## src/sv/dmx_frame_transmitter_unit_defines.svh

```systemverilog
//------------------------------------------------------------------------------
// dmx frame transmitter assertion macros
// shared assertion forms for the dmx frame transmitter
//------------------------------------------------------------------------------
`ifndef DMX_FRAME_TRANSMITTER_UNIT_DEFINES_SVH
`define DMX_FRAME_TRANSMITTER_UNIT_DEFINES_SVH

// same-cycle implication
`define DMX_ASSERT_IMP(label, clk, rst_n, ante, cons) \
    label: assert property (@(posedge clk) disable iff (!rst_n) (ante) |-> (cons)) \
        else $error("dmx same-cycle check failed");

// next-cycle implication
`define DMX_ASSERT_NEXT(label, clk, rst_n, ante, cons) \
    label: assert property (@(posedge clk) disable iff (!rst_n) (ante) |=> (cons)) \
        else $error("dmx next-cycle check failed");

`endif

```

## src/sv/dmx_pkg.sv

```systemverilog
//------------------------------------------------------------------------------
// dmx_pkg
// types and constants of the dmx frame transmitter
//------------------------------------------------------------------------------
package dmx_pkg;

    localparam int OP_W        = 2;
    localparam int CHAN_W      = 9;
    localparam int LEVEL_W     = 8;
    localparam int PHASE_W     = 2;
    localparam int TICK_W      = 16;
    localparam int INDEX_W     = 10;
    localparam int DATA_W      = 32;
    localparam int PADDR_W     = 4;
    localparam int QUEUE_DEPTH = 4;
    localparam int QPTR_W      = 2;

    localparam logic [TICK_W-1:0] RST_BREAK_TICKS = 16'd100;
    localparam logic [TICK_W-1:0] RST_MAB_TICKS   = 16'd12;
    localparam logic [TICK_W-1:0] RST_MBB_TICKS   = 16'd10;

    typedef enum logic [OP_W-1:0] {
        OP_WRITE,
        OP_TICK,
        OP_BYTE_REQ,
        OP_TX_DONE
    } op_t;

    typedef enum logic [PHASE_W-1:0] {
        PH_MBB,
        PH_BREAK,
        PH_MAB,
        PH_DATA
    } phase_t;

    typedef enum logic [1:0] {
        REG_BREAK,
        REG_MAB,
        REG_MBB
    } reg_idx_t;

    typedef struct packed {
        logic [TICK_W-1:0] break_ticks;
        logic [TICK_W-1:0] mab_ticks;
        logic [TICK_W-1:0] mbb_ticks;
    } cfg_t;

    typedef struct packed {
        op_t                op;
        logic [CHAN_W-1:0]  channel;
        logic [LEVEL_W-1:0] level;
        logic               write_ok;
    } cmd_t;

endpackage

```

## src/sv/dmx_evt_if.sv

```systemverilog
//------------------------------------------------------------------------------
// dmx_evt_if
// event channel: channel writes, ticks, byte requests, transmit complete
//------------------------------------------------------------------------------
interface dmx_evt_if;
    import dmx_pkg::*;

    logic               valid;
    logic               ready;
    logic [OP_W-1:0]    op;
    logic [CHAN_W-1:0]  channel;
    logic [LEVEL_W-1:0] level;

    modport source (output valid, op, channel, level, input ready);
    modport sink   (input valid, op, channel, level, output ready);
endinterface

```

## src/sv/dmx_res_if.sv

```systemverilog
//------------------------------------------------------------------------------
// dmx_res_if
// result channel: line state and serializer byte for each event
//------------------------------------------------------------------------------
interface dmx_res_if;
    import dmx_pkg::*;

    logic               valid;
    logic               ready;
    logic               line_high;
    logic               serializer_on;
    logic [PHASE_W-1:0] phase;
    logic               byte_valid;
    logic [LEVEL_W-1:0] byte_out;
    logic               last_byte;
    logic               write_ok;

    modport source (
        output valid, line_high, serializer_on, phase, byte_valid, byte_out, last_byte,
               write_ok,
        input  ready
    );
    modport sink (
        input  valid, line_high, serializer_on, phase, byte_valid, byte_out, last_byte,
               write_ok,
        output ready
    );
endinterface

```

## src/sv/dmx_cfg_regs.sv

```systemverilog
//------------------------------------------------------------------------------
// dmx_cfg_regs
// apb register file holding the three phase lengths
//------------------------------------------------------------------------------
module dmx_cfg_regs (
    input  logic                         clk,
    input  logic                         rst_n,
    input  logic                         psel,
    input  logic                         penable,
    input  logic                         pwrite,
    input  logic [dmx_pkg::PADDR_W-1:0]  paddr,
    input  logic [dmx_pkg::DATA_W-1:0]   pwdata,
    output logic [dmx_pkg::DATA_W-1:0]   prdata,
    output logic                         pready,
    output dmx_pkg::cfg_t                cfg
);
    import dmx_pkg::*;

    logic [TICK_W-1:0] break_ticks_reg;
    logic [TICK_W-1:0] mab_ticks_reg;
    logic [TICK_W-1:0] mbb_ticks_reg;
    logic [1:0]        reg_sel;
    logic              wr_en;

    assign reg_sel = paddr[PADDR_W-1:2];
    assign wr_en   = psel && penable && pwrite;
    assign pready  = 1'b1;

    always_ff @(posedge clk or negedge rst_n)
    begin
        if (!rst_n)
        begin
            break_ticks_reg <= RST_BREAK_TICKS;
            mab_ticks_reg   <= RST_MAB_TICKS;
            mbb_ticks_reg   <= RST_MBB_TICKS;
        end
        else if (wr_en)
        begin
            unique case (reg_sel)
                REG_BREAK: break_ticks_reg <= pwdata[TICK_W-1:0];
                REG_MAB:   mab_ticks_reg   <= pwdata[TICK_W-1:0];
                REG_MBB:   mbb_ticks_reg   <= pwdata[TICK_W-1:0];
                default:   ;
            endcase
        end
    end

    always_comb
    begin
        unique case (reg_sel)
            REG_BREAK: prdata = DATA_W'(break_ticks_reg);
            REG_MAB:   prdata = DATA_W'(mab_ticks_reg);
            REG_MBB:   prdata = DATA_W'(mbb_ticks_reg);
            default:   prdata = '0;
        endcase
    end

    assign cfg.break_ticks = break_ticks_reg;
    assign cfg.mab_ticks   = mab_ticks_reg;
    assign cfg.mbb_ticks   = mbb_ticks_reg;
endmodule

```

## src/sv/dmx_front.sv

```systemverilog
//------------------------------------------------------------------------------
// dmx_front
// accepts events and classifies them into commands for the queue
//------------------------------------------------------------------------------
module dmx_front #(
    parameter int CHANNEL_COUNT = 512
) (
    input  logic          clear_busy,
    input  logic          q_full,
    dmx_evt_if.sink       evt,
    output logic          push,
    output dmx_pkg::cmd_t push_cmd
);
    import dmx_pkg::*;

    localparam int CMP_W = CHAN_W + 1;

    logic in_range;

    // no events while the channel store is being cleared
    assign evt.ready = !q_full && !clear_busy;
    assign push      = evt.valid && evt.ready;

    assign in_range = {1'b0, evt.channel} < CMP_W'(CHANNEL_COUNT);

    always_comb
    begin
        push_cmd.op       = op_t'(evt.op);
        push_cmd.channel  = evt.channel;
        push_cmd.level    = evt.level;
        push_cmd.write_ok = (op_t'(evt.op) == OP_WRITE) && in_range;
    end
endmodule

```

## src/sv/dmx_cmd_queue.sv

```systemverilog
//------------------------------------------------------------------------------
// dmx_cmd_queue
// short command queue between front and back
//------------------------------------------------------------------------------
module dmx_cmd_queue (
    input  logic          clk,
    input  logic          rst_n,
    input  logic          push,
    input  dmx_pkg::cmd_t push_cmd,
    output logic          full,
    input  logic          pop,
    output logic          q_valid,
    output dmx_pkg::cmd_t q_cmd
);
    import dmx_pkg::*;

    localparam int CNT_W = QPTR_W + 1;

    cmd_t              entry_reg [QUEUE_DEPTH];
    logic [QPTR_W-1:0] wr_ptr_reg;
    logic [QPTR_W-1:0] rd_ptr_reg;
    logic [CNT_W-1:0]  count_reg;
    logic [CNT_W-1:0]  count_next;
    logic              do_pop;

    assign full    = count_reg == CNT_W'(QUEUE_DEPTH);
    assign q_valid = count_reg != '0;
    assign q_cmd   = entry_reg[rd_ptr_reg];
    assign do_pop  = pop && q_valid;

    always_comb
    begin
        count_next = count_reg;
        case ({push, do_pop})
            2'b10:   count_next = count_reg + CNT_W'(1);
            2'b01:   count_next = count_reg - CNT_W'(1);
            default: count_next = count_reg;
        endcase
    end

    always_ff @(posedge clk or negedge rst_n)
    begin
        if (!rst_n)
        begin
            wr_ptr_reg <= '0;
            rd_ptr_reg <= '0;
            count_reg  <= '0;
        end
        else
        begin
            if (push)
                wr_ptr_reg <= wr_ptr_reg + QPTR_W'(1);
            if (do_pop)
                rd_ptr_reg <= rd_ptr_reg + QPTR_W'(1);
            count_reg <= count_next;
        end
    end

    always_ff @(posedge clk)
    begin
        if (push)
            entry_reg[wr_ptr_reg] <= push_cmd;
    end
endmodule

```

## src/sv/dmx_back.sv

```systemverilog
//------------------------------------------------------------------------------
// dmx_back
// frame sequencer: channel store, phase machine and result register
//------------------------------------------------------------------------------
module dmx_back #(
    parameter int CHANNEL_COUNT = 512
) (
    input  logic          clk,
    input  logic          rst_n,
    input  dmx_pkg::cfg_t cfg,
    input  logic          q_valid,
    input  dmx_pkg::cmd_t q_cmd,
    output logic          pop,
    output logic          clear_busy,
    dmx_res_if.source     res
);
    import dmx_pkg::*;

    localparam int AW = (CHANNEL_COUNT > 1) ? $clog2(CHANNEL_COUNT) : 1;

    logic [LEVEL_W-1:0] store_mem [CHANNEL_COUNT];
    logic [LEVEL_W-1:0] rd_data_reg;

    logic               clr_busy_reg;
    logic [AW-1:0]      clr_idx_reg;

    phase_t             phase_reg;
    phase_t             phase_next;
    logic [TICK_W-1:0]  ticks_left_reg;
    logic [TICK_W-1:0]  ticks_left_next;
    logic [INDEX_W-1:0] byte_index_reg;
    logic [INDEX_W-1:0] byte_index_next;
    logic               all_sent_reg;
    logic               all_sent_next;

    logic               res_valid_reg;
    phase_t             res_phase_reg;
    logic               res_byte_valid_reg;
    logic               res_use_mem_reg;
    logic               res_last_reg;
    logic               res_write_ok_reg;

    logic               exec;
    logic               byte_valid;
    logic               use_mem;
    logic               last_byte;
    logic [INDEX_W-1:0] rd_index;
    logic [AW-1:0]      rd_addr;
    logic [AW-1:0]      wr_addr;

    function automatic logic [TICK_W-1:0] load_len(input logic [TICK_W-1:0] len);
        return (len == '0) ? TICK_W'(1) : len;
    endfunction

    assign exec       = q_valid && !clr_busy_reg && (!res_valid_reg || res.ready);
    assign pop        = exec;
    assign clear_busy = clr_busy_reg;

    assign rd_index = byte_index_reg - INDEX_W'(1);
    assign rd_addr  = rd_index[AW-1:0];
    assign wr_addr  = q_cmd.channel[AW-1:0];

    // channel store: zeroed entry by entry after reset
    always_ff @(posedge clk)
    begin
        if (clr_busy_reg)
            store_mem[clr_idx_reg] <= '0;
        else if (exec && q_cmd.write_ok)
            store_mem[wr_addr] <= q_cmd.level;
        if (exec)
            rd_data_reg <= store_mem[rd_addr];
    end

    always_ff @(posedge clk or negedge rst_n)
    begin
        if (!rst_n)
        begin
            clr_busy_reg <= 1'b1;
            clr_idx_reg  <= '0;
        end
        else if (clr_busy_reg)
        begin
            if (clr_idx_reg == AW'(CHANNEL_COUNT - 1))
                clr_busy_reg <= 1'b0;
            else
                clr_idx_reg <= clr_idx_reg + AW'(1);
        end
    end

    always_ff @(posedge clk or negedge rst_n)
    begin
        if (!rst_n)
        begin
            phase_reg      <= PH_BREAK;
            ticks_left_reg <= RST_BREAK_TICKS;
            byte_index_reg <= '0;
            all_sent_reg   <= 1'b0;
        end
        else
        begin
            phase_reg      <= phase_next;
            ticks_left_reg <= ticks_left_next;
            byte_index_reg <= byte_index_next;
            all_sent_reg   <= all_sent_next;
        end
    end

    always_comb
    begin
        phase_next      = phase_reg;
        ticks_left_next = ticks_left_reg;
        byte_index_next = byte_index_reg;
        all_sent_next   = all_sent_reg;
        byte_valid      = 1'b0;
        use_mem         = 1'b0;
        last_byte       = 1'b0;
        if (exec)
        begin
            unique case (q_cmd.op)
                OP_WRITE: ;
                OP_TICK:
                begin
                    if (phase_reg != PH_DATA)
                    begin
                        if (ticks_left_reg > TICK_W'(1))
                            ticks_left_next = ticks_left_reg - TICK_W'(1);
                        else
                        begin
                            unique case (phase_reg)
                                PH_MBB:
                                begin
                                    phase_next      = PH_BREAK;
                                    ticks_left_next = load_len(cfg.break_ticks);
                                end
                                PH_BREAK:
                                begin
                                    phase_next      = PH_MAB;
                                    ticks_left_next = load_len(cfg.mab_ticks);
                                end
                                PH_MAB:
                                begin
                                    phase_next      = PH_DATA;
                                    ticks_left_next = '0;
                                    byte_index_next = '0;
                                    all_sent_next   = 1'b0;
                                end
                                PH_DATA: ;
                            endcase
                        end
                    end
                end
                OP_BYTE_REQ:
                begin
                    if (phase_reg == PH_DATA && !all_sent_reg)
                    begin
                        byte_valid = 1'b1;
                        // index zero is the start code
                        use_mem    = byte_index_reg != '0;
                        if (byte_index_reg >= INDEX_W'(CHANNEL_COUNT))
                        begin
                            last_byte     = 1'b1;
                            all_sent_next = 1'b1;
                        end
                        byte_index_next = byte_index_reg + INDEX_W'(1);
                    end
                end
                OP_TX_DONE:
                begin
                    if (phase_reg == PH_DATA && all_sent_reg)
                    begin
                        phase_next      = PH_MBB;
                        ticks_left_next = load_len(cfg.mbb_ticks);
                        byte_index_next = '0;
                        all_sent_next   = 1'b0;
                    end
                end
            endcase
        end
    end

    // result register: holds one transaction until taken
    always_ff @(posedge clk or negedge rst_n)
    begin
        if (!rst_n)
            res_valid_reg <= 1'b0;
        else if (exec)
            res_valid_reg <= 1'b1;
        else if (res.ready)
            res_valid_reg <= 1'b0;
    end

    always_ff @(posedge clk)
    begin
        if (exec)
        begin
            res_phase_reg      <= phase_next;
            res_byte_valid_reg <= byte_valid;
            res_use_mem_reg    <= use_mem;
            res_last_reg       <= last_byte;
            res_write_ok_reg   <= q_cmd.write_ok;
        end
    end

    assign res.valid         = res_valid_reg;
    assign res.line_high     = res_phase_reg != PH_BREAK;
    assign res.serializer_on = (res_phase_reg == PH_MAB) || (res_phase_reg == PH_DATA);
    assign res.phase         = res_phase_reg;
    assign res.byte_valid    = res_byte_valid_reg;
    assign res.byte_out      = res_use_mem_reg ? rd_data_reg : '0;
    assign res.last_byte     = res_last_reg;
    assign res.write_ok      = res_write_ok_reg;
endmodule

```

## src/sv/dmx_frame_transmitter_unit.sv

```systemverilog
// path: an accepted event is written into the command queue and executed from its
// head; its result is registered and held until res.ready takes it
// throughput: one event per cycle while results are taken, set by the phase machine and
// the one read, one write port of the channel store
// reset: control state clears at once; the channel store is then zeroed entry by entry
// with evt.ready low, register writes are taken throughout
//------------------------------------------------------------------------------
// dmx_frame_transmitter_unit
// dmx512 frame sequencer with channel store and apb phase length registers
//------------------------------------------------------------------------------
`include "dmx_frame_transmitter_unit_defines.svh"

module dmx_frame_transmitter_unit #(
    parameter int CHANNEL_COUNT = 512
) (
    input  logic                        clk,
    input  logic                        rst_n,
    input  logic                        psel,
    input  logic                        penable,
    input  logic                        pwrite,
    input  logic [dmx_pkg::PADDR_W-1:0] paddr,
    input  logic [dmx_pkg::DATA_W-1:0]  pwdata,
    output logic [dmx_pkg::DATA_W-1:0]  prdata,
    output logic                        pready,
    dmx_evt_if.sink                     evt,
    dmx_res_if.source                   res
);
    import dmx_pkg::*;

    cfg_t cfg;
    cmd_t push_cmd;
    cmd_t q_cmd;
    logic push;
    logic pop;
    logic q_full;
    logic q_valid;
    logic clear_busy;

    dmx_cfg_regs u_regs (
        .clk     (clk),
        .rst_n   (rst_n),
        .psel    (psel),
        .penable (penable),
        .pwrite  (pwrite),
        .paddr   (paddr),
        .pwdata  (pwdata),
        .prdata  (prdata),
        .pready  (pready),
        .cfg     (cfg)
    );

    dmx_front #(
        .CHANNEL_COUNT (CHANNEL_COUNT)
    ) u_front (
        .clear_busy (clear_busy),
        .q_full     (q_full),
        .evt        (evt),
        .push       (push),
        .push_cmd   (push_cmd)
    );

    dmx_cmd_queue u_queue (
        .clk      (clk),
        .rst_n    (rst_n),
        .push     (push),
        .push_cmd (push_cmd),
        .full     (q_full),
        .pop      (pop),
        .q_valid  (q_valid),
        .q_cmd    (q_cmd)
    );

    dmx_back #(
        .CHANNEL_COUNT (CHANNEL_COUNT)
    ) u_back (
        .clk        (clk),
        .rst_n      (rst_n),
        .cfg        (cfg),
        .q_valid    (q_valid),
        .q_cmd      (q_cmd),
        .pop        (pop),
        .clear_busy (clear_busy),
        .res        (res)
    );

    // nothing executes or comes out while the store is being zeroed
    `DMX_ASSERT_IMP(a_clear_quiet, clk, rst_n, clear_busy, !res.valid && !pop)
    `DMX_ASSERT_IMP(a_last_in_data, clk, rst_n, res.valid && res.last_byte,
                    res.byte_valid && res.phase == PH_DATA)
    `DMX_ASSERT_IMP(a_idle_byte_zero, clk, rst_n, res.valid && !res.byte_valid,
                    res.byte_out == '0 && !res.last_byte)
    `DMX_ASSERT_NEXT(a_push_queued, clk, rst_n, push, q_valid)
endmodule

```

## src/flat_wrapper.sv

```systemverilog
// flat-port wrapper written by rule: the top's interface ports become plain ports
module dmx_frame_transmitter_unit_flat import dmx_pkg::*;
#(
    parameter int CHANNEL_COUNT = 512
)
  (clk, rst_n, psel, penable, pwrite, paddr, pwdata, prdata, pready, evt_valid, evt_op, evt_channel, evt_level, evt_ready, res_valid, res_line_high, res_serializer_on, res_phase, res_byte_valid, res_byte_out, res_last_byte, res_write_ok, res_ready);
  dmx_evt_if evt_i ();
  dmx_res_if res_i ();
  input  logic clk;
  input  logic rst_n;
  input  logic psel;
  input  logic penable;
  input  logic pwrite;
  input  logic [dmx_pkg::PADDR_W-1:0] paddr;
  input  logic [dmx_pkg::DATA_W-1:0] pwdata;
  output logic [dmx_pkg::DATA_W-1:0] prdata;
  output logic pready;
  input wire logic [$bits(evt_i.valid)-1:0] evt_valid;
  input wire logic [$bits(evt_i.op)-1:0] evt_op;
  input wire logic [$bits(evt_i.channel)-1:0] evt_channel;
  input wire logic [$bits(evt_i.level)-1:0] evt_level;
  output wire logic [$bits(evt_i.ready)-1:0] evt_ready;
  output wire logic [$bits(res_i.valid)-1:0] res_valid;
  output wire logic [$bits(res_i.line_high)-1:0] res_line_high;
  output wire logic [$bits(res_i.serializer_on)-1:0] res_serializer_on;
  output wire logic [$bits(res_i.phase)-1:0] res_phase;
  output wire logic [$bits(res_i.byte_valid)-1:0] res_byte_valid;
  output wire logic [$bits(res_i.byte_out)-1:0] res_byte_out;
  output wire logic [$bits(res_i.last_byte)-1:0] res_last_byte;
  output wire logic [$bits(res_i.write_ok)-1:0] res_write_ok;
  input wire logic [$bits(res_i.ready)-1:0] res_ready;
  assign evt_i.valid = evt_valid;
  assign evt_i.op = evt_op;
  assign evt_i.channel = evt_channel;
  assign evt_i.level = evt_level;
  assign evt_ready = evt_i.ready;
  assign res_valid = res_i.valid;
  assign res_line_high = res_i.line_high;
  assign res_serializer_on = res_i.serializer_on;
  assign res_phase = res_i.phase;
  assign res_byte_valid = res_i.byte_valid;
  assign res_byte_out = res_i.byte_out;
  assign res_last_byte = res_i.last_byte;
  assign res_write_ok = res_i.write_ok;
  assign res_i.ready = res_ready;
  dmx_frame_transmitter_unit #(.CHANNEL_COUNT(CHANNEL_COUNT)) u_core (.clk(clk), .rst_n(rst_n), .psel(psel), .penable(penable), .pwrite(pwrite), .paddr(paddr), .pwdata(pwdata), .prdata(prdata), .pready(pready), .evt(evt_i), .res(res_i));
endmodule
```

## config.mk

```make
export PLATFORM = sky130hd
export DESIGN_NAME = dmx_frame_transmitter_unit_flat
export DESIGN_NICKNAME = d
export VERILOG_FILES = /design/src/sv/dmx_pkg.sv /design/src/sv/dmx_evt_if.sv /design/src/sv/dmx_res_if.sv /design/src/sv/dmx_cfg_regs.sv /design/src/sv/dmx_front.sv /design/src/sv/dmx_cmd_queue.sv /design/src/sv/dmx_back.sv /design/src/sv/dmx_frame_transmitter_unit.sv /design/src/flat_wrapper.sv
export VERILOG_INCLUDE_DIRS = /design/src /design/src/sv
export SDC_FILE = /design/constraint.sdc
export NUM_CORES = 2
export LEC_CHECK = 0
export BUFFER_PORTS_ARGS = -buffer_cell sky130_fd_sc_hd__clkbuf_2
export CELL_PAD_IN_SITES_DETAIL_PLACEMENT = 0
export CELL_PAD_IN_SITES_GLOBAL_PLACEMENT = 2
export CORE_MARGIN = 2
export CORE_UTILIZATION = 46
export DETAILED_ROUTE_END_ITERATION = 6
export PLACE_DENSITY_LB_ADDON = 0.05
export RECOVER_POWER = 100
export SYNTH_ARGS = -nofsm -noshare
export SYNTH_HDL_FRONTEND = slang
export SYNTH_MEMORY_MAX_BITS = 65536
export SYNTH_SLANG_ARGS = --single-unit
export TNS_END_PERCENT = 10
```

## constraint.sdc

```tcl
create_clock -name clk -period 12.3 [get_ports clk]
set_clock_uncertainty 0.2 [all_clocks]
set_input_delay 0.615 -clock clk [delete_from_list [all_inputs] [get_ports clk]]
set_output_delay 0.615 -clock clk [all_outputs]
set_load 0.02 [all_outputs]
```

==> reports/metrics.yaml <==
yosys:
  synthMuxAreaShare_pct: 14.57
  synthXorXnorAreaFrac_pct: 0.1800
  ys_types: 81
  synth_warnings: 0
  synth_top_cell_by_area: "edfxtp_1"
  synth.cell_area_mm2: 0.1682
  ys_seq_elements: 4285
  syn_area_per_cell_um2: 19.57
  async_reset_ff_share_pct: 2.217
  synth_top_area_share_pct: 74.80
  synth_flop_cell: "edfxtp_1"
  syn_inst: 8593
  synth-simple-area-share_pct: 4.573
  synth_edf_count: 4190
  ys_top_cells_by_area: "edfxtp_1 (75%), mux4_2 (12%), mux2i_1 (1.7%)"
  synth_compound_area_share_pct: 2.585
  synth_common_cells: "edfxtp_1 (4,190), mux4_2 (930), nand2_1 (772), nor2_1 (591), mux2i_1 (294)"
  synthAdderAreaFrac_pct: 0.1309
  synth.most_common_cell: "edfxtp_1"
  synth_top_family_by_area: "multiplexers"
  seq_area_frac_synth_pct: 76.23
route:
  post_drt_via_cell_ratio: 6.039
  vias: 84681
  drtAntennaViolNets: 0
  routed_wl_mm: 468.2
  wl_per_cell_um: 33.39
  drt_first_iter_violations: 8772
  first_pass_iters: 5
  drc: 0
timing:
  worstMarginPinSlew_ns: 4.148
  rsz0062_at_grt: "no"
  max-slew-margin-rel_pct: -176.6
  clock.fmax_mhz: 105.8
  drv_slew: 2353
  fin_setup_tns_ns: 0
  hold_viol_final: 0
  fin_crit_sh_pct: 76.87
  setup_viol: 0
  fin_crit_ns: 9.454
worst_setup_path:
  cp-start-kind: "flip-flop"
  path_class: "flip-flop to flip-flop"
  critPathSlowestCell: "clkbuf_1"
  cp.arrival_ns: 9.68
  crit_chain: "clkbuf_1, mux4_2, nand2_1, mux2i_1, nor2b_1, nand2_1, clkbuf_1, nor2_1"
  worst_r2r_path_depth: 8
  critPathMaxStageDelay_ns: 2.43
  end_kind: "flip-flop"
  worstPathMaxFanout: 22
  cp.required_ns: 12.52
die:
  die_width_um: 608.7
  die_y_um: 608.7
  initial_utilization_pct: 46.12
  ioPinCount: 112
  rows: 222
  die-area_mm2: 0.3705
  core_area_mm2: 0.3647
power:
  p_int_uw: 29970
  p_sw_uw: 15970
  ir_drop_v: 0.0002570
  clock_power_share_pct: 28.7
  switching_share_pct: 34.76
  power.share.combinational_pct: 32.1
  seq_power_share_pct: 39.2
  p_per_area_mw_per_mm2: 243.9
  p_leak_uw: 0.06079
cells_and_area:
  nNetsFinal: 8900
  syn2layout_area_growth_pct: 11.97
  drive_gt1_share_pct: 20.01
  instances_no_fill: 14023
  largest_reg_flops: 4096
  fin_area_mm2: 0.1883
worst_hold_path:
  min_path_type: "input port to flip-flop"
  whs_path_depth: 2
cts:
  cts-root-buf: "clkbuf_16"
  cts_tree: "built"
  clkSlewWorstSetupHoldPaths_ns: 0.06
  h-tree-depth: 5
  cts-buffers-inserted: 450
  post_cts_buffers: 0
  clock_latency_ns: 1.00
  cts.path.max_buffers: 4
  clock-sinks: 4285
outcome:
  status: "finished with violations"
  failed_checks: "max-capacitance violations, max-slew violations"
global_routing:
  grt_pass1_vias: 85033
  grt_max_degree: 217
  grt_usage_pct: 25.04
  antenna_found_initial: 20
  grt_pass1_wl_mm: 658.2
  grt-ovfl-total: 0
placement:
  routabilityCongestion: 0.7951
  portBuffers: 76
  detailed_place_hpwl_mm: 277.6
  dpl-instance-area_mm2: 0.1741
  dp_cells: 13145
job:
  cap_violations: 54
==> critical path: cells and delay by family (launching register included) <==
| kind | cells | cell delay, ns |
|---|---|---|
| buffers and inverters | 2 | 3.81 |
| AND/OR/NAND/NOR | 4 | 3.32 |
| multiplexers | 2 | 1.20 |
| flip-flops | 1 | 0.32 |
==> placed cells by master, fill, tap and decap left out, types with 62 or more instances in the layout <==
cell type,n
a31oi_1,62
a32oi_1,72
buf_4,129
clkbuf_1,179
clkbuf_16,457
clkinv_1,128
clkinv_2,73
dfrtp_1,82
edfxtp_1,4190
mux2i_1,294
mux4_2,930
nand2_1,760
nand3_1,254
nor2_1,577
o21ai_0,77
==> logic make-up after synthesis <==
logic type,count (synthesis)
AO/OA/AOI/OAI,585
XOR/XNOR,32
adder cells (fa/ha/maj),17
buffers and inverters,575
flip-flops,4285
multiplexers,1277
other,2
AND/OR/NAND/NOR,1820
==> stage by stage <==
step / hold WS [ns] / total power (µW) / util (%) / worst slack (ns)
floorplan: 0.1194 / 27360 / - / 2.502
global placement: 0.2810 / 33020 / 47.73 / 5.233
detailed placement: 0.2908 / 33170 / 47.73 / 5.237
CTS: 0.1278 / 46320 / 51.74 / 5.205
global route: 0.2204 / 47490 / 51.63 / 2.608
finish: 0.2503 / 45940 / 51.64 / 2.846
==> power by group through the flow <==
stage | Clock [µW] | Combinational (µW) | Sequential (µW)
2_1_floorplan | 0 | 8390 | 19000
3_3_place_gp | 0 | 14800 | 18200
3_5_place_dp | 0 | 15000 | 18200
4_1_cts | 13400 | 15000 | 17900
5_1_grt | 14000 | 15500 | 18000
6_report | 13200 | 14700 | 18000
==> final cells by class <==
class	instances	area [µm²]
diodes	8	20.02
multi-input cells	3748	37500
clock inverters	267	2321
repair buffers	299	2217
flip-flops and latches	4285	128200
fillers	29157	176400
inverters	37	146.4
well taps	4816	6026
clock buffers	563	11880
==> metal layers <==
| layer | global-route usage (%) | vias to the layer above | part of all wire [%] |
|---|---|---|---|
| met3 | 3.729 | 528 | 6.1 |
| met5 | 0 | - | 0 |
| li1 | - | 35429 | - |
| met2 | 40.52 | 2778 | 49 |
| met1 | 36.05 | 45946 | 43 |
| met4 | 6.030 | 0 | 2.5 |
==> worst paths after layout <==
path	slack, ns	from	end
max	2.85	u_core.u_queue.rd_ptr_reg[0]	u_core.u_back.store_mem[177][2]
min	0.25	evt_level[7]	u_core.u_queue.entry_reg[0][8]
max reg2reg	2.85	u_core.u_queue.rd_ptr_reg[0]	u_core.u_back.store_mem[177][2]
min reg2reg	0.30	u_core.u_queue.count_reg[2]	u_core.u_queue.count_reg[2]
max in group asynchronous	7.54	rst_n	u_core.u_back.byte_index_reg[0]
min in group asynchronous	0.57	rst_n	u_core.u_regs.break_ticks_reg[1]
==> repair_timing <==
action	in CTS	in global routing
hold endpoints to repair	182	0
setup endpoints to repair	0	0
resized for setup	0	0
hold buffers	40	0
(Power assumes the default switching activity.)
